File: src/hdl/sqa_pkg.sv
package sqa_pkg;

    localparam int DivSteps = 64;

    typedef enum logic [2:0] {
        CMD_MUL = 3'd0,
        CMD_DIV = 3'd1,
        CMD_INV = 3'd2,
        CMD_REM = 3'd3,
        CMD_CMP = 3'd4
    } sqa_cmd_t;

    localparam logic [31:0] SgnBit    = 32'h8000_0000;
    localparam logic [30:0] MagMax    = 31'h7FFF_FFFF;
    localparam logic [61:0] RoundBias = 62'h8000;
    localparam logic [31:0] IntMask   = 32'hFFFF_0000;
    localparam logic [30:0] CmpMask   = 31'h7FFF_FF00;
    localparam logic [30:0] FxOne     = 31'h0001_0000;

    typedef struct packed {
        logic        is_div;
        logic        sign;
        logic        dz;
        logic [31:0] result;
        logic        eq;
        logic        ne;
        logic        lt;
        logic        gt;
    } sqa_side_t;

    typedef struct packed {
        logic [63:0] num;
        logic [30:0] den;
        logic [30:0] rem;
        logic [30:0] quo;
    } sqa_div_t;

    typedef struct packed {
        logic        is_rem;
        logic        sign;
        logic [30:0] mag_a;
        logic [30:0] mag_b;
        logic [31:0] c;
    } sqa_mul_t;

endpackage

File: src/hdl/sqa_front.sv
module sqa_front
    import sqa_pkg::*;
(
    input  logic        aclk,
    input  logic        aresetn,
    input  logic        en,
    input  logic        in_valid,
    input  logic [2:0]  cmd,
    input  logic [31:0] operand_a,
    input  logic [31:0] operand_b,
    input  logic [31:0] operand_c,
    output logic        out_valid,
    output sqa_div_t    out_div,
    output sqa_side_t   out_side
);

    logic [3:0] valid_reg;
    sqa_side_t  side1_reg, side2_reg, side3_reg, side4_reg;
    sqa_div_t   div1_reg, div2_reg, div3_reg, div4_reg;
    sqa_mul_t   mul1_reg, mul2_reg, mul3_reg;
    logic [61:0] prod_reg;
    logic [31:0] mulres_reg;

    sqa_side_t  side1_next;
    sqa_side_t  side4_next;
    sqa_div_t   div1_next;
    sqa_mul_t   mul1_next;
    logic [31:0] a_int;
    logic [61:0] rounded;
    logic        na, nb;

    always_comb begin
        a_int = operand_a & IntMask;
        na    = operand_a[31];
        nb    = operand_b[31];
        side1_next = '0;
        div1_next  = '0;
        mul1_next.is_rem = 1'b0;
        mul1_next.sign   = na ^ nb;
        mul1_next.mag_a  = operand_a[30:0];
        mul1_next.mag_b  = operand_b[30:0];
        mul1_next.c      = operand_c;
        unique case (cmd)
            CMD_MUL: ;
            CMD_REM: begin
                mul1_next.is_rem = 1'b1;
                mul1_next.mag_a  = a_int[30:0];
            end
            CMD_DIV: begin
                side1_next.is_div = 1'b1;
                side1_next.sign   = na ^ nb;
                side1_next.dz     = (operand_b[30:0] == '0);
                div1_next.num     = {33'd0, operand_a[30:0]} * 64'd65536 - 64'h8000;
                div1_next.den     = operand_b[30:0];
            end
            CMD_INV: begin
                side1_next.is_div = 1'b1;
                side1_next.sign   = na;
                side1_next.dz     = (operand_a[30:0] == '0);
                div1_next.num     = {33'd0, FxOne} * 64'd65536 - 64'h8000;
                div1_next.den     = operand_a[30:0];
            end
            CMD_CMP: begin
                if (na == nb) begin
                    if ((operand_a[30:0] & CmpMask) == (operand_b[30:0] & CmpMask)) begin
                        side1_next.eq = 1'b1;
                    end else begin
                        side1_next.ne = 1'b1;
                        if (operand_a > operand_b) begin
                            side1_next.lt = na;
                            side1_next.gt = !na;
                        end else begin
                            side1_next.lt = !na;
                            side1_next.gt = na;
                        end
                    end
                end else begin
                    side1_next.ne = 1'b1;
                    side1_next.lt = na;
                    side1_next.gt = !na;
                end
            end
            default: ;
        endcase
    end

    assign rounded = prod_reg + RoundBias;

    always_comb begin
        side4_next = side3_reg;
        if (mul3_reg.is_rem) begin
            side4_next.result = mul3_reg.c - mulres_reg;
        end else if (mul3_reg.mag_a != '0 || mul3_reg.mag_b != '0 || mul3_reg.sign) begin
            side4_next.result = mulres_reg;
        end
    end

    always_ff @(posedge aclk) begin
        if (!aresetn) begin
            valid_reg <= '0;
        end else if (en) begin
            valid_reg <= {valid_reg[2:0], in_valid};
        end
    end

    always_ff @(posedge aclk) begin
        if (en) begin
            side1_reg <= side1_next;
            div1_reg  <= div1_next;
            mul1_reg  <= (cmd == CMD_MUL || cmd == CMD_REM) ? mul1_next : '0;

            side2_reg <= side1_reg;
            div2_reg  <= div1_reg;
            mul2_reg  <= mul1_reg;
            prod_reg  <= {31'd0, mul1_reg.mag_a} * {31'd0, mul1_reg.mag_b};

            side3_reg  <= side2_reg;
            div3_reg   <= div2_reg;
            mul3_reg   <= mul2_reg;
            mulres_reg <= {mul2_reg.sign, rounded[46:16]};

            side4_reg <= side4_next;
            div4_reg  <= div3_reg;
        end
    end

    assign out_valid = valid_reg[3];
    assign out_div   = div4_reg;
    assign out_side  = side4_reg;

endmodule

File: config.mk
export PLATFORM = sky130hd
export DESIGN_NAME = sqa_front
export DESIGN_NICKNAME = d
export VERILOG_FILES = /design/src/hdl/sqa_pkg.sv /design/src/hdl/sqa_front.sv
export SDC_FILE = /design/constraint.sdc
export NUM_CORES = 2
export LEC_CHECK = 0
export BUFFER_PORTS_ARGS = -buffer_cell sky130_fd_sc_hd__buf_2
export CORE_MARGIN = 1.5
export CORE_UTILIZATION = 50
export DETAILED_ROUTE_END_ITERATION = 8
export HOLD_SLACK_MARGIN = 0.08
export PLACE_DENSITY = 0.67
export SYNTH_ARGS = -nofsm -noshare
export SYNTH_HDL_FRONTEND = slang
export SYNTH_SLANG_ARGS = --single-unit
File: constraint.sdc
create_clock -name aclk -period 10.2 [get_ports aclk]
set_input_delay 0.51 -clock aclk [delete_from_list [all_inputs] [get_ports aclk]]
set_output_delay 0.51 -clock aclk [all_outputs]
set_load 0.03 [all_outputs]
# Word-level counts from Yosys, hierarchy flattened
# Cells that the tools add are included.
[op_classes]
n_addsub = 3
mul = 1
order_cmp = 1
eq_ne = 6
n_mux = 9
n_bitwise = 2
n_reduce_logical = 11
[ops]
columns = ["op", "n"]
rows = [
  ["$pmux 95 s2", 1],
  ["$mux 32", 2],
  ["$logic_not 31->1", 2],
  ["$reduce_bool 31->1", 2],
  ["$sub 47x16->48 const B", 1],
  ["$add 47x16->47 const B", 1],
  ["$mul 31x31->47", 1],
  ["$gt 32x32->1", 1],
  ["$sub 32x32->32", 1],
  ["$eq 23x23->1", 1],
  ["$eq 3x2->1 const B", 2],
  ["$mux 3", 2],
  ["$pmux 3 s2", 1],
  ["$eq 3x1->1 const B", 1],
  ["$eq 3x3->1 const B", 1],
  ["$logic_not 3->1", 1],
  ["$logic_or 1x1->1", 3],
  ["$mux 1", 2],
  ["$mux 2", 1],
  ["$reduce_and 2->1", 1],
  ["$reduce_or 2->1", 1],
  ["$eq 1x1->1", 1],
  ["$logic_not 1->1", 1],
  ["$not 1->1", 1],
  ["$xor 1x1->1", 1],
]
[word_totals]
register_bits = 811
inputBits = 103
out_inout_bits = 197

# Longest topological paths before layout
[depth]
ltp_word = 5
ltp_mapped = 27
mapped_depth_nobuf = 25

# Least setup slack after synthesis
# Ideal clock, no wire load.
[synth_timing]
path_kind = "reg-to-reg"
startpoint = "register mul1_reg[50] (netlist bit)"
endpoint = "register prod_reg[46], data pin"
t_arrival_ps = 6889
required_time_ps = 9941
path_slack_ps = 3052
path_stages_with_launch = 26
n_path_buf = 2
period_less_slack_ps = 7148
path_cell_list = "edfxtp_1 clkbuf_1 clkbuf_1 and2_1 fa_1 inv_1 fa_1 inv_1 fa_1 inv_1 fa_1 inv_1 fa_1 fa_1 fa_1 fa_1 ha_1 and3_1 and4_1 nand3_1 o31ai_1 a21o_1 o21ai_1 o311ai_1 a21oi_1 xnor2_1"
[synth_between]
elab_chain_len = 1
[synth_rtl]
columns = ["element", "line", "source"]
rows = [
  ["from (decl)", "sqa_front.sv:20", "sqa_mul_t mul1_reg, mul2_reg, mul3_reg;"],
  ["from (signal assigned)", "sqa_front.sv:110", "mul1_reg <= (cmd == CMD_MUL || cmd == CMD_REM) ? mul1_next : '0;"],
  ["$mul 31x31->47", "sqa_front.sv:115", "prod_reg <= {31'd0, mul1_reg.mag_a} * {31'd0, mul1_reg.mag_b};"],
  ["to (signal assigned)", "sqa_front.sv:115", ""],
  ["to (decl)", "sqa_front.sv:21", "logic [61:0] prod_reg;"],
]
# No other way between the ends.
# A chain may end at the register's enable or synchronous reset.

# Worst setup path in the final report
[layout_timing]
startpoint = "register mul1_reg[40] (netlist bit)"
endpoint = "register prod_reg[46], data pin"
# The elaborated chain is that of the path after synthesis.

==> summary.md <==
| Metric | Value |
|---|---|
| Yosys warning count | `0` |
| Final Net Count | `around 5,600` |
| Worst r2r dst | `prod_reg[46]` |
| Total Routed Length | `123,000 um` |
| Largest net degree at the start of global routing | `194` |
| Asr flop ratio synth | `0%` |
| Sequential fraction of the synthesis area | `38.7%` |
| Clock latency at the later pin of the worst-skew pair | `640 ps` |
| Critical path required time | `10,570 ps` |
| Clock-pin slew on the worst setup and hold paths | `60 ps` |
| Final setup vio count | `0` |
| Initial antenna violation count | `10` |
| I/O Buffers | `222` |
| Worst clock skew | `42.7 ps` |
| Max Cap Viol | `0` |
| Register area | `0.0200 mm2` |
| Worst hold path class | `primary input to flip-flop` |
| Die area | `0.105 mm2` |
| Worst R2R Path Depth | `22` |
| Tcrit/Tclk final | `81.2%` |
| WHS Path Cells | `2` |
| Worst R2R Setup Slack | `between 1500 and 2000 ps` |
| Non-Filler Cell Area, Final | `between 0.05 and 0.06 mm2` |
| Die height | `324 um` |
| Post-synth top cells | `inv_1 (771), fa_1 (735), edfxtp_1 (663)` |
| Resized cells post-CTS | `0` |
| Root Buffer | `clkbuf_16` |
| EDFF count, synth | `663` |
| Area used by multi-input combinational logic | `0.0276 mm2` |
| DP HPWL | `93,500 um` |
| CP Launch Type | `flip-flop` |
| TritonCTS buffer count | `71` |
| Avg WL per Cell | `20.4 um` |
| Area growth syn-to-layout | `9.01%` |
| Rows | `117` |
| CP Cell Sequence | `buf_4, and2_1, fa_1, fa_1, inv_1, fa_1, fa_1, inv_1, fa_1, fa_1, fa_1, fa_1, ha_1, and3_1, and4_1, nand3_1, o31ai_1, a21o_1, o21ai_1, o311ai_1, a21oi_1, xnor2_1` |
| CTS Hold Bufs | `0` |
| Worst Hold End | `valid_reg[3]` |
| Crit Path Max Fanout | `17` |
| RSZ-0062 raised after global routing | `false` |
| Slew margin rel. | `25.9%` |
| Congestion Overflow GR | `0` |
| Vias | `between 30,000 and 40,000` |
| Max Clock Freq | `around 0.12 GHz` |
| Vias in the first global route | `33,375` |
| Distinct cell type count after synthesis | `75` |
| Leading area contributor after synthesis | `edfxtp_1` |
| Fillers | `8,624` |
| Hold path start | `aresetn` |
| All-Layer GR Usage | `roughly a quarter` |
| Routed Antenna Nets | `0` |
| Longest Clk Path Bufs | `3` |
| Slowest stage delay, CP | `840 ps` |
| Synth Instances | `4,426` |
| CP endpoint kind | `flip-flop` |
| Outcome | `finished clean` |
| Fin crit period | `8280 ps` |
| Synth area leaders | `edfxtp_1 (39%), fa_1 (28%), and2_1 (6.5%)` |
| Syn avg cell area | `11.7 um2` |
| Worst r2r src | `mul1_reg[40]` |
| Sink Count | `667` |
| Crit path arrival time | `~8700 ps` |
| First-pass GRT wire length | `just under 200,000 um` |
| Final hold vios | `0` |
| Final Slew Violations | `0` |
| DIE WIDTH | `324 um` |
| First-pass DRT Iterations | `6` |
| Most used DFF post-synth | `edfxtp_1` |
| Most frequent cell after synthesis | `inv_1` |
| Post-Syn Area | `0.0517 mm2` |
| Post-CTS Setup Bufs | `0` |
| Crit-path most repeated cell | `fa_1` |
| Final core occ | `around 55%` |
| Level count of the clock H-tree | `3` |
| Synth top area share | `38.5%` |
| DP Area | `0.0539 mm2` |
| Worst hold slack | `between 100 and 150 ps` |
| Slowest CP cell | `edfxtp_1` |
| CTS tree | `done` |
| Total Negative Setup Slacks | `0 ps` |
| Starting Density | `50.6%` |
| Initial drt markers | `2,579` |
| Number of placed I/O pins | `300` |
| Layout cells sized above 1 | `8.93%` |
| Core region area | `between 0.1 and 0.15 mm2` |
| DRC violations left | `0` |
| Pin slew with the least headroom to its limit | `1110 ps` |
| Yosys reg bits | `667` |
| CP Class | `flip-flop to flip-flop` |
| GP Congestion | `~0.9` |
| Vias per cell | `5.30` |
[how the worst max path moves through the flow]
stage                            start  depth (start not counted)      endpoint  slack [ps]
after floorplan           mul1_reg[50]                         25  prod_reg[46]        3050
after detailed placement  mul1_reg[44]                         24  prod_reg[44]        1870
after CTS                 mul1_reg[44]                         24  prod_reg[44]        1850
after global placement    mul1_reg[76]                         20  prod_reg[46]        2060
after global routing      mul1_reg[48]                         20  prod_reg[44]        1630
final                     mul1_reg[40]                         22  prod_reg[46]        1920
[cells in the final DEF, fill, tap and decap left out, types with 7 or more instances in the layout]
cell	Yosys	layout
nand2_1	515	515
buf_4	94	68
and2_1	540	540
inv_1	771	771
and3_1	13	13
or3_1	16	16
clkinv_1	1	14
o21ai_1	8	8
clkbuf_16	0	71
conb_1	1	77
nor2b_1	13	13
nor2_1	63	62
nand2b_1	11	11
a21o_1	40	40
o21a_1	10	10
bufinv_16	0	7
a21oi_1	59	59
o21ai_0	102	102
xor2_1	43	43
nand3_1	23	23
nand4_1	25	25
ha_1	226	226
edfxtp_1	663	663
nor4_1	31	31
a31oi_1	10	10
fa_1	735	735
buf_2	0	221
clkbuf_1	192	12
nor3_1	21	21
xnor2_1	88	88
clkinv_2	0	11
[layer usage]
layer  global-route usage, %  up-vias  wire length [um]
li1                        -    14097                 -
met1                    31.8    16404             49500
met2                    39.8     1121             60900
met3                    4.02      233              8460
met4                    8.07        4              3850
met5                       0        -                27
[critical path, delay by kind of cell (launching register included)]
kind / cells / cell delay (ps)
DFF: 1 / 840
buffers and inverters: 3 / 460
adders and majority gates: 9 / 4330
and+or+nand+nor: 4 / 750
AOI/OAI and AO/OA: 5 / 1480
xor gates and xnor gates: 1 / 150
[area by class of cell]
type                            instances  area share [%]
Clock inverter                         46           0.991
Timing Repair Buffer                  293            3.00
Inverter                              772            5.15
Multi-Input combinational cell       2775            49.1
Tap cell                             1368            3.04
Clock buffer                           83            3.24
Sequential cell                       667            35.5
Antenna cell                            6          0.0267
[metrics by stage]
stage | worst slack [ps] | std cells
2_1_floorplan | 3050 | 4502
3_3_place_gp | 2060 | 5875
3_5_place_dp | 1870 | 5875
4_1_cts | 1850 | 6004
5_1_grt | 1630 | 6010
6_report | 1920 | 6010
[cell families (layout without fill, tap and decap cells)]
group                    Yosys count  after routing  share of synthesized area, %
XOR/XNOR                         131            131                          2.22
AO/OA/AOI/OAI                    297            297                          3.60
adder cells (fa/ha/maj)          961            961                          34.0
buffers and inverters           1060           1194                          8.39
multiplexers                       6              6                         0.116
AND/OR/NAND/NOR                 1303           1303                          13.0
other                              1             83                       0.00726
flip-flops                       667            667                          38.7
Power is left out: the tool's default activity adds up to more than one toggle a clock period on the data nets, which glitch-free logic cannot reach.
