--- config.mk ---
export PLATFORM = sky130hd
export DESIGN_NAME = sqa_div_step
export DESIGN_NICKNAME = d
export VERILOG_FILES = /design/src/hdl/sqa_pkg.sv /design/src/hdl/sqa_div_step.sv
export SDC_FILE = /design/constraint.sdc
export NUM_CORES = 1
export LEC_CHECK = 0
export BUFFER_PORTS_ARGS = -buffer_cell sky130_fd_sc_hd__buf_4
export CORE_AREA = 8 8 147 149
export CTS_BUF_LIST = sky130_fd_sc_hd__clkbuf_4 sky130_fd_sc_hd__clkbuf_8
export DETAILED_ROUTE_END_ITERATION = 10
export DIE_AREA = 0 0 155 157
export PLACE_DENSITY = 0.86
export SYNTH_ARGS = -nofsm -noshare
export SYNTH_HDL_FRONTEND = slang
export SYNTH_SLANG_ARGS = --single-unit
--- constraint.sdc ---
create_clock -name aclk -period 8.56 [get_ports aclk]
set_input_delay 1.712 -clock aclk [delete_from_list [all_inputs] [get_ports aclk]]
set_output_delay 1.712 -clock aclk [all_outputs]
set_load 0.05 [all_outputs]
--- src/hdl/sqa_pkg.sv ---
package sqa_pkg;

    localparam int DivSteps = 64;

    typedef enum logic [2:0] {
        CMD_MUL = 3'd0,
        CMD_DIV = 3'd1,
        CMD_INV = 3'd2,
        CMD_REM = 3'd3,
        CMD_CMP = 3'd4
    } sqa_cmd_t;

    localparam logic [31:0] SgnBit    = 32'h8000_0000;
    localparam logic [30:0] MagMax    = 31'h7FFF_FFFF;
    localparam logic [61:0] RoundBias = 62'h8000;
    localparam logic [31:0] IntMask   = 32'hFFFF_0000;
    localparam logic [30:0] CmpMask   = 31'h7FFF_FF00;
    localparam logic [30:0] FxOne     = 31'h0001_0000;

    typedef struct packed {
        logic        is_div;
        logic        sign;
        logic        dz;
        logic [31:0] result;
        logic        eq;
        logic        ne;
        logic        lt;
        logic        gt;
    } sqa_side_t;

    typedef struct packed {
        logic [63:0] num;
        logic [30:0] den;
        logic [30:0] rem;
        logic [30:0] quo;
    } sqa_div_t;

    typedef struct packed {
        logic        is_rem;
        logic        sign;
        logic [30:0] mag_a;
        logic [30:0] mag_b;
        logic [31:0] c;
    } sqa_mul_t;

endpackage

--- src/hdl/sqa_div_step.sv ---
module sqa_div_step
    import sqa_pkg::*;
(
    input  logic      aclk,
    input  logic      aresetn,
    input  logic      en,
    input  logic      in_valid,
    input  sqa_div_t  in_div,
    input  sqa_side_t in_side,
    output logic      out_valid,
    output sqa_div_t  out_div,
    output sqa_side_t out_side
);

    logic      valid_reg;
    sqa_div_t  div_reg;
    sqa_div_t  div_next;
    sqa_side_t side_reg;
    logic [31:0] trial;
    logic [31:0] diff;

    always_comb begin
        trial = {in_div.rem, in_div.num[63]};
        diff  = trial - {1'b0, in_div.den};
        div_next     = in_div;
        div_next.num = {in_div.num[62:0], 1'b0};
        if (trial >= {1'b0, in_div.den}) begin
            div_next.rem = diff[30:0];
            div_next.quo = {in_div.quo[29:0], 1'b1};
        end else begin
            div_next.rem = trial[30:0];
            div_next.quo = {in_div.quo[29:0], 1'b0};
        end
    end

    always_ff @(posedge aclk) begin
        if (!aresetn) begin
            valid_reg <= 1'b0;
        end else if (en) begin
            valid_reg <= in_valid;
        end
    end

    always_ff @(posedge aclk) begin
        if (en) begin
            div_reg  <= div_next;
            side_reg <= in_side;
        end
    end

    assign out_valid = valid_reg;
    assign out_div   = div_reg;
    assign out_side  = side_reg;

endmodule

Yosys cells after proc, flatten, opt, wreduce, memory -nomap -nowiden
Index checks and enable logic that the tools add are counted.
{"block": "totals", "ff_bits": 196, "latchBits": 0, "mem_bits_rw": 0, "rom_bits": 0, "output_inout_bits": 197, "memories": 0}
{"block": "classes", "add_sub_neg": 1, "multipliers": 0, "div_mod_pow": 0, "magnitude_cmp": 1, "eq_ne": 0, "shifts": 0, "muxes": 1, "bitwise_logic": 0, "reduce_logical": 0}
{"cell": "$mux W62", "n": 1}
{"cell": "$ge A32 B31 Y1", "n": 1}
{"cell": "$sub A31 B31 Y31", "n": 1}

Logic depth before layout (Yosys ltp)
Gate-level depths: netlist of the first run.
{"block": "depth", "depth_word": 2, "depth_mapped": 13, "mapped_depth_nobuf": 12}

Worst setup path after synthesis of the first run
Ideal clock, no wire load.
{"block": "synth_timing", "path_type": "in2reg", "startpoint": "input in_div[156] (netlist name)", "endpoint": "register div_reg, in the netlist out_div[58] (data pin)", "setup_time_ps": 258, "arrival_ps": 3813, "t_required_ps": 8302, "slack_ps": 4489, "cell_stages": 12, "path_buffers": 1, "cell_sequence": "inv_1 > ha_1 > fa_1 > nor2b_1 > o31ai_1 > a21oi_1 > o21ai_0 > a211oi_1 > nor2_2 > buf_6 > a2111o_1 > o221a_2"}
{"item": "start: declaration", "line": "sqa_div_step.sv:8", "source": "input sqa_div_t in_div,"}
{"item": "end signal: assignment", "line": "sqa_div_step.sv:46", "source": "div_reg <= div_next;"}
{"item": "end: declaration", "line": "sqa_div_step.sv:16", "source": "sqa_div_t div_reg;"}

==> summary.txt, run 1 <==
Die X = 155 um
Worst slew margin = 0.322
Post-synth EDFFs = 195
Most common cell after layout, fill and taps aside = buf_4
Starting density of the core = 0.419
DRT Wirelength = 27600 um
Logic pwr share = 0.289
Measured slew at the worst slew-check pin = 1.02 ns
Core Region = 19200 sq um
Hold Buf Count CTS = 0
Crit path arrival time = 4.48 ns
Peak VDD IR = 93.1 uV
Post-DP HPWL = 22100 um
Outcome = finished, final reports clean
Top post-synthesis cells by area = edfxtp_1 (73%), ha_1 (4.8%), o21ai_0 (2.5%), nand2_1 (2.4%), a21oi_1 (2.1%)
Setup TNS = 0 ns
Final net count = 1174
Pint = 1.61 mW
Total number of H-tree levels = 4
R2R cell count = 2
CTS clk-pin slew, worst paths = 0.10 ns
Drt pass-1 iters = 5
TritonCTS clock tree = yes
Clk Latency, worst-skew pair = 0.45 ns
Max FO, Critical Path = 38
Hold WS = 0.622 ns
Synth unique cells = 55
Synthesis warning total = 0
HP Start = out_valid
Synth Cell Area = 8050 sq um
Setup Fix Bufs, Post-CTS = 0
Async SR Flop Fraction = 0
Num CTS Buffers = 17
Worst R2R Start = out_valid
Largest net degree at the start of global routing = 116
Register area share after synthesis = 0.730
R2R Path End = out_valid
GP Congestion = 0.934
Placed cells = 1188
PortBufs = 394
Fin. max-slew vios = 0
Cells after synthesis = 543
Routed Antenna Nets = 0
Pwr Density = 214 nW/um^2
Data required time of the worst path = 8.76 ns
Final Hold Vio Count = 0
Max-Cap Viols = 0
Drt drc = 0
Switching portion of total power = 0.353
RSZ-0062 raised after global routing = false
Die span in y = 157 um
Depth of the worst hold-timing path = 2
CP endpoint kind = flop
Maximum clock rate = 0.234 GHz
I/O pins = 397
Post-synth top area share = 0.727
Min Tclk post-route = 4.28 ns
Gr ovfl total = 0
Area delta synth->final = 44.9%
Clock root buffer = clkbuf_8
Reg power frac = 0.475
Primary FF master, synth = edfxtp_1
Psw = 0.879 mW
Clk_skew = 0 ns
Critical path class = primary input to flop
Setup crit start kind = primary input
Tcrit/Tclk final = 0.500
Clk pwr share = 0.235
Post-synth top area cell = edfxtp_1
Vias per inst = 5.01
Worst Hold Endpoint = out_valid
Total Routing Usage GR = 0.218
Vias in the first global route = 6110
Diodes inserted = 0
Synth Area per Inst = 14.8 sq um
Share of layout cells above drive strength 1 = 0.458
LEAKAGE = 5.04 nW
Hold/Removal Path Class = flop to flop
Post-CTS sizing = 0
Post-synthesis register bit count = 196
Clock Sinks = 196
Routed wire length per instance = 22.6 um
Initial antenna violation count = 4
Post-Syn Nets = 775
Detailed Route Iter0 Violations = 351
Longest Clk Path Bufs = 2
Placement Rows = 51
Routed vias = 6111
Final number of setup-violating endpoints = 0
Fin cells = 1220
Die area = 24300 sq um
Leading cell types in the layout, fill and taps excluded = buf_4 (395), edfxtp_1 (195), nand2_1 (52)
First-pass GRT wire length = 38400 um
Worst reg2reg setup slack = 7.87 ns
-- final cells by class --
type                    count  area, sq um
inverters                  44          168
well taps                 265          332
repair buffers            396         2980
flip-flops and latches    196         5880
clock inverters            13          138
clock buffers              19          249
fillers                  1528         7540
multi-input cells         287         1920
-- worst max-delay path: stages --
cell and delay, ns:
buf_4 0.11, inv_1 0.05, ha_1 0.19, fa_1 0.23, nor2b_1 0.07, o31ai_1 0.28
a21oi_1 0.16, o21ai_0 0.41, a211oi_1 0.20, nor2_4 0.44, buf_4 0.43, o21ai_0 0.16
-- logic make-up after synthesis --
| kind of cell | count (synthesis) | synth area share |
|---|---|---|
| adders and majority gates | 32 | 0.0507 |
| other | 1 | 0.000466 |
| buffers and inverters | 60 | 0.0319 |
| DFF | 196 | 0.730 |
| AOI/OAI and AO/OA | 124 | 0.0986 |
| muxes | 2 | 0.00311 |
| and+or+nand+nor | 105 | 0.0603 |
| xor gates and xnor gates | 23 | 0.0250 |
-- layer usage --
| layer | track usage | vias up | share of wire |
|---|---|---|---|
| li1 | - | 2828 | - |
| met4 | 0.0817 | 8 | 0.031 |
| met3 | 0.104 | 45 | 0.12 |
| met2 | 0.381 | 293 | 0.51 |
| met5 | 0 | - | 0.0019 |
| met1 | 0.223 | 2937 | 0.34 |
-- per-stage QoR --
stage / cell area, sq um / power (mW) / util / worst slack (ns)
6_report: 11700 / 2.49 / 0.607 / 4.28
4_1_cts: 11700 / 2.51 / 0.607 / 4.28
5_1_grt: 11700 / 2.58 / 0.607 / 3.90
3_5_place_dp: 11300 / 1.93 / 0.587 / 3.77
3_3_place_gp: 11300 / 1.91 / 0.587 / 3.86
2_1_floorplan: 8050 / 1.65 / - / 4.49
-- sequential cells by signal (all words and copies together) (netlist names) --
register and count:
out_valid 1, out_side 39, out_div 156
-- synth_stat cells (5+ instances only) --
cell type,instances
edfxtp_1,195
nand2_1,52
inv_1,43
o21ai_0,41
a21oi_1,34
ha_1,31
nor2_1,15
xnor2_1,12
xor2_1,11
a211oi_1,7
a21o_1,6
clkbuf_1,6
buf_2,5
nand2b_1,5
nand4_1,5
nor2b_1,5
o21bai_1,5
o31ai_1,5
-- power by group through the flow --
stage	Clock (mW)	Combinational, mW	Sequential (mW)
after floorplan	0	0.136	1.51
after global placement	0	0.712	1.20
after detailed placement	0	0.723	1.21
after CTS	0.603	0.724	1.18
after global routing	0.633	0.753	1.19
final	0.587	0.721	1.18
-- worst max path at each step --
stage / start / end / slack (ns) / depth (start not counted)
finish: in_div[156] / out_div[59] / 4.28 / 12
CTS: in_div[156] / out_div[59] / 4.28 / 12
global route: in_div[156] / out_div[59] / 3.90 / 12
floorplan: in_div[156] / out_div[58] / 4.49 / 12
global placement: in_div[156] / out_div[57] / 3.86 / 12
detailed placement: in_div[156] / out_div[43] / 3.77 / 12
Power figures use the tool's default switching activity.
==> inputs of run 2 (changes only) <==
--- a/config.mk
+++ b/config.mk
@@ -6,11 +6,11 @@
 export NUM_CORES = 1
 export LEC_CHECK = 0
 export BUFFER_PORTS_ARGS = -buffer_cell sky130_fd_sc_hd__buf_4
-export CORE_AREA = 8 8 147 149
+export CORE_MARGIN = 8
+export CORE_UTILIZATION = 43
 export CTS_BUF_LIST = sky130_fd_sc_hd__clkbuf_4 sky130_fd_sc_hd__clkbuf_8
 export DETAILED_ROUTE_END_ITERATION = 10
-export DIE_AREA = 0 0 155 157
-export PLACE_DENSITY = 0.86
+export PLACE_DENSITY = 0.91
 export SYNTH_ARGS = -nofsm -noshare
 export SYNTH_HDL_FRONTEND = slang
 export SYNTH_SLANG_ARGS = --single-unit
==> constraint.sdc (replaced) <==
create_clock -name aclk -period 3.6 [get_ports aclk]
set_input_delay 0.72 -clock aclk [delete_from_list [all_inputs] [get_ports aclk]]
set_output_delay 0.72 -clock aclk [all_outputs]
set_load 0.05 [all_outputs]
==> run 2 against run 1 <==
Compared with the run above: setup slack worse by 3.7 ns; critical path depth fell by 1; first-iteration DRC count grew 27%; core utilization is 2.8 points higher; combinational power rose by 140%; worst hold slack worse by 0.21 ns; clock power increased to 2.6 times the previous value; global-route usage grew 2.3 points; power rose by 140%; clock skew did not move; clock-buffer cell count fell by 2; critical path type unchanged; critical endpoint is now out_div[49].
==> summary.txt, run 2 (synthesized netlist as in run 1, its figures left out) <==
Outcome = finished, final reports clean
Vias in the first global route = 6209 (+1.6%)
Worst Path Buf+Inv = 1 (-2)
Worst Setup SP = in_div[62]
Hold/Removal Path Class = primary input to flop
TritonCTS clock tree = yes
Largest net degree at the start of global routing = 80 (-31%)
Crit path arrival time = 3.26 ns (-1.22 ns)
CP Cell Sequence = buf_4, ha_1, fa_1, nor2b_1, o31ai_1, a21oi_1, o21ai_0, and2_1, o21ai_0, xor2_1, mux2_4
Routed Antenna Nets = 0 (unchanged)
Worst R2R Start = out_valid
CTS clk-pin slew, worst paths = 0.12 ns (+0.02 ns)
Tcrit/Tclk final = 0.841
Pwr Density = 515 nW/um^2 (+140%)
RSZ-0062 raised after global routing = false
I/O pins = 397 (unchanged)
Core Region = 18500 sq um (-3.6%)
Starting density of the core = 0.435 (+0.0156)
Initial antenna violation count = 6 (+2)
Longest Clk Path Bufs = 2 (unchanged)
LEAKAGE = 5.10 nW (+1.2%)
DRT Wirelength = 29300 um (+5.9%)
Post-DP HPWL = 23700 um (+7.0%)
Clk Latency, worst-skew pair = 0.47 ns (+0.02 ns)
Highest cell delay on the worst timing path = 0.43 ns (about the same)
Final Hold Vio Count = 0 (unchanged)
PortBufs = 394 (unchanged)
Max-Cap Viols = 0 (unchanged)
Max FO, Critical Path = 3 (-92%)
Measured slew at the worst slew-check pin = 0.670 ns (-0.347 ns)
Top delay family on crit path = compound AO/OA/AOI/OAI gates
Grt met2 use = 0.412 (+0.0312)
HP Start = in_side[10]
Max reg flops = 156 (unchanged)
Worst slew margin = 0.553 (+0.231)
M3 GR Usage = 0.101 (-0.00300)
Final net count = 1184 (+0.85%)
Total Routing Usage GR = 0.241 (+0.0234)
Clk pwr share = 0.247 (+0.012)
Setup Fix Bufs, Post-CTS = 0 (unchanged)
Slowest CP cell = fa_1
Hold Buf Count CTS = 0 (unchanged)
Min Tclk post-route = 3.03 ns
Leading cell types in the layout, fill and taps excluded = buf_4 (404), edfxtp_1 (195), nand2_1 (52)
Routed wire length per instance = 24.4 um (+7.6%)
# fillers = 1408 (-7.9%)
Met1 usage in global routing = 0.259 (+0.0356)
Clock root buffer = clkbuf_8
Hold WS = 0.411 ns (-0.211 ns)
Detailed Route Iter0 Violations = 446 (+27%)
Drt pass-1 iters = 5 (unchanged)
Logic pwr share = 0.286 (-0.003)
GP Congestion = 0.975 (+4.4%)
Critical path class = primary input to flop
Post-CTS sizing = 0 (unchanged)
First-pass GRT wire length = 41100 um (+6.9%)
Fin. max-slew vios = 0 (unchanged)
Clock Sinks = 196 (unchanged)
CP endpoint kind = flop
Pint = 3.90 mW (+140%)
Die span in y = 153 um (-2.7%)
Reg power frac = 0.466 (-0.009)
Share of layout cells above drive strength 1 = 0.462 (+0.00458)
Gr ovfl total = 0 (unchanged)
Die area = 23400 sq um (-4.0%)
Die X = 153 um (-1.4%)
Vias per inst = 5.20 (+3.9%)
Peak VDD IR = 302 uV (+220%)
Clk_skew = 0 ns (unchanged)
Switching portion of total power = 0.355 (+0.00206)
Busiest grt layer = met2
Most used cell, CP = o21ai_0
Drt drc = 0 (unchanged)
Setup TNS = 0 ns (unchanged)
Final number of setup-violating endpoints = 0 (unchanged)
Area delta synth->final = 46.0%
Most common cell after layout, fill and taps aside = buf_4
Psw = 2.15 mW (+140%)
Routed vias = 6250 (+2.3%)
Total number of H-tree levels = 4 (unchanged)
Num CTS Buffers = 17 (unchanged)
Maximum clock rate = 0.330 GHz
Data required time of the worst path = 3.83 ns (-4.93 ns)
Placement Rows = 50 (-2.0%)
Setup crit start kind = primary input
==> run 2: area by class of cell <==
cell class              count  area [sq um]  share of cell area
diodes                      2          5.00            0.000426
clock buffers              17           234              0.0199
clock inverters            15           190              0.0162
inverters                  44           168              0.0143
multi-input cells         287          1920               0.164
flip-flops and latches    196          5880               0.500
well taps                 234           293              0.0249
repair buffers            406          3070               0.261
==> run 2: path summary, 6_finish.rpt <==
check	end	cells after the start	slack [ns]
worst max register to register	out_valid	2	2.97
worst max-delay path	out_div[49]	11	0.57
worst min register to register	out_valid	2	0.56
worst min-delay path	out_side[10]	1	0.41
==> run 2: stage by stage <==
stage | power (mW) | util | worst slack, ns | instances | area [sq um]
after floorplan | 3.92 | - | 0.521 | 543 | 8050
after global placement | 4.57 | 0.612 | 0.202 | 1167 | 11300
after detailed placement | 4.60 | 0.612 | 0.112 | 1167 | 11300
after CTS | 6.09 | 0.634 | 0.644 | 1199 | 11700
after global routing | 6.24 | 0.635 | 0.416 | 1200 | 11800
final | 6.05 | 0.635 | 0.572 | 1201 | 11800
==> run 2: worst register-to-register path, delay by kind of cell (launching register included) <==
family / cells / cell delay (ns)
flip-flops: 1 / 0.36
AND/OR/NAND/NOR: 1 / 0.14
multiplexers: 1 / 0.08
==> run 2: metal layers <==
metal / part of all wire / up-vias
met1: 0.35 / 2988
met3: 0.11 / 52
li1: - / 2854
met2: 0.50 / 348
met4: 0.039 / 8
met5: 0.0019 / -
==> run 2: power by group through the flow <==
stage | Clock (mW) | Combinational, mW | Sequential [mW]
global placement | 0 | 1.71 | 2.86
CTS | 1.53 | 1.74 | 2.82
floorplan | 0 | 0.324 | 3.59
global route | 1.60 | 1.80 | 2.84
finish | 1.50 | 1.73 | 2.82
detailed placement | 0 | 1.74 | 2.87
==> inputs of run 3 (changes only) <==
==> constraint.sdc (replaced) <==
create_clock -name aclk -period 2.5 [get_ports aclk]
set_input_delay 0.5 -clock aclk [delete_from_list [all_inputs] [get_ports aclk]]
set_output_delay 0.5 -clock aclk [all_outputs]
set_load 0.05 [all_outputs]
==> run 3 against run 2 <==
Compared with the run above: clock-buffer cell count did not move; combinational power grew 55%; core utilization rose by 3.7 points; via count rose by 3.9%; global-route usage shrank 0.32 points; final cell count is 6.0% higher.
==> summary.txt, run 3 (synthesized netlist as in run 1, its figures left out) <==
Outcome = finished, final reports clean
Post-DP HPWL = 23200 um (-2.1%)
Gr ovfl total = 0 (unchanged)
Reg area = 5880 sq um (unchanged)
First-pass GRT wire length = 41100 um (about the same)
Total Routing Usage GR = 0.238 (-0.00318)
Slowest CP cell = a2111o_1
Num CTS Buffers = 17 (unchanged)
# fillers = 1347 (-4.3%)
Tcrit/Tclk final = 0.987
Min Tclk post-route = 2.47 ns
TritonCTS clock tree = yes
Clk Latency, worst-skew pair = 0.46 ns (about the same)
CP Cell Sequence = buf_4, ha_1, a21oi_2, o21ai_1, a32oi_2, o31ai_2, a221o_1, a2111o_1, o221a_2
Critical path class = primary input to flop
Peak VDD IR = 301 uV (-0.48%)
Crit path arrival time = 2.69 ns (-0.57 ns)
Largest net degree at the start of global routing = 65 (-19%)
Most common cell after layout, fill and taps aside = buf_4
Routed Antenna Nets = 0 (unchanged)
Share of layout cells above drive strength 1 = 0.521 (+0.0585)
CP endpoint kind = flop
Top delay family on crit path = compound AO/OA/AOI/OAI gates
Drt pass-1 iters = 6 (+1)
DRT Wirelength = 28600 um (-2.2%)
Vias in the first global route = 6599 (+6.3%)
Hold/Removal Path Class = primary input to flop
Final number of setup-violating endpoints = 0 (unchanged)
Clk_skew = 0 ns (unchanged)
Data required time of the worst path = 2.73 ns (-1.10 ns)
Placed Area = 12000 sq um (+6.1%)
Clock root buffer = clkbuf_8
Die span in y = 153 um (unchanged)
Routed wire length per instance = 22.5 um (-7.8%)
CTS clk-pin slew, worst paths = 0.12 ns (about the same)
Worst Path Buf+Inv = 1 (unchanged)
Final Hold Vio Count = 0 (unchanged)
Starting density of the core = 0.435 (unchanged)
Post-route cell area = 12400 sq um (+5.9%)
Diodes inserted = 0 (-2)
Setup crit start kind = primary input
Total number of H-tree levels = 4 (unchanged)
Core Region = 18500 sq um (unchanged)
Area of the multi-input gates = 2040 sq um (+6.0%)
Initial antenna violation count = 0 (-6)
Placement Rows = 50 (unchanged)
Pre-CTS setup slack = -0.478 ns (-0.590 ns)
Fin. max-slew vios = 0 (unchanged)
I/O pins = 397 (unchanged)
Leading cell types in the layout, fill and taps excluded = buf_4 (476), edfxtp_1 (195), nand2_1 (52)
Setup WS post-layout = 0.0318 ns (-0.540 ns)
Setup TNS = 0 ns (unchanged)
Drt drc = 0 (unchanged)
Clock Sinks = 196 (unchanged)
Routed vias = 6493 (+3.9%)
Max reg flops = 156 (unchanged)
Final net count = 1259 (+6.3%)
Detailed Route Iter0 Violations = 403 (-9.6%)
Die X = 153 um (unchanged)
Highest cell delay on the worst timing path = 0.42 ns (about the same)
Area delta synth->final = 54.6%
PortBufs = 394 (unchanged)
GP Congestion = 0.929 (-4.7%)
Vias per inst = 5.10 (-2.0%)
Maximum clock rate = 0.405 GHz
Max FO, Critical Path = 5 (+2)
Max-Cap Viols = 0 (unchanged)
Pwr Density = 704 nW/um^2 (+37%)
LEAKAGE = 5.49 nW (+7.5%)
Die area = 23400 sq um (unchanged)
Longest Clk Path Bufs = 2 (unchanged)
==> run 3: power by group <==
part	internal [mW]	switching, mW
Clock	0.756	1.26
Sequential	3.96	0.0904
Combinational	0.944	1.74
==> run 3: layout make-up <==
cell class / count / area share
Clock buffer: 17 / 0.0188
Clock inverter: 14 / 0.0129
Inverter: 44 / 0.0145
Multi-Input combinational cell: 287 / 0.164
Sequential cell: 196 / 0.472
Tap cell: 234 / 0.0235
Timing Repair Buffer: 481 / 0.295
==> run 3: layer usage <==
layer	up-vias	wire, um	global-route usage
met5	-	0	0
met4	0	731	0.0787
met3	33	2310	0.0820
met2	287	15200	0.426
met1	3179	10400	0.259
li1	2994	-	-
==> run 3: repair_timing <==
item | 4_1_cts | 5_1_grt
endpoints found under the setup margin | 1 | 23
hold buffers | 0 | 0
gates resized for setup | 0 | 9
cloned | 0 | 0
pin swaps | 1 | 2
buffers inserted | 1 | 0
==> run 3: per-stage QoR <==
step	std cells	utilization	hold slack, ns	total power, mW
6_report	1273	0.672	0.198	8.76
5_1_grt	1273	0.672	0.147	9.07
3_5_place_dp	1241	0.649	0.529	6.80
2_1_floorplan	543	-	0.599	5.66
3_3_place_gp	1241	0.649	0.502	6.75
4_1_cts	1273	0.671	0.159	8.82
==> run 3: path summary, 6_finish.rpt <==
check	start	endpoint	slack, ns	depth (start not counted)
worst max register to register	out_valid	out_valid	1.88	2
worst max-delay path	in_div[36]	out_div[58]	0.03	9
worst min-delay path	in_div[141]	out_div[142]	0.20	1
worst min register to register	out_valid	out_valid	0.56	2
==> run 3: worst register-to-register path: stages, from the launching register on <==
cell     delay, ns
dfxtp_1       0.33
mux2i_1       0.13
nor2b_1       0.06
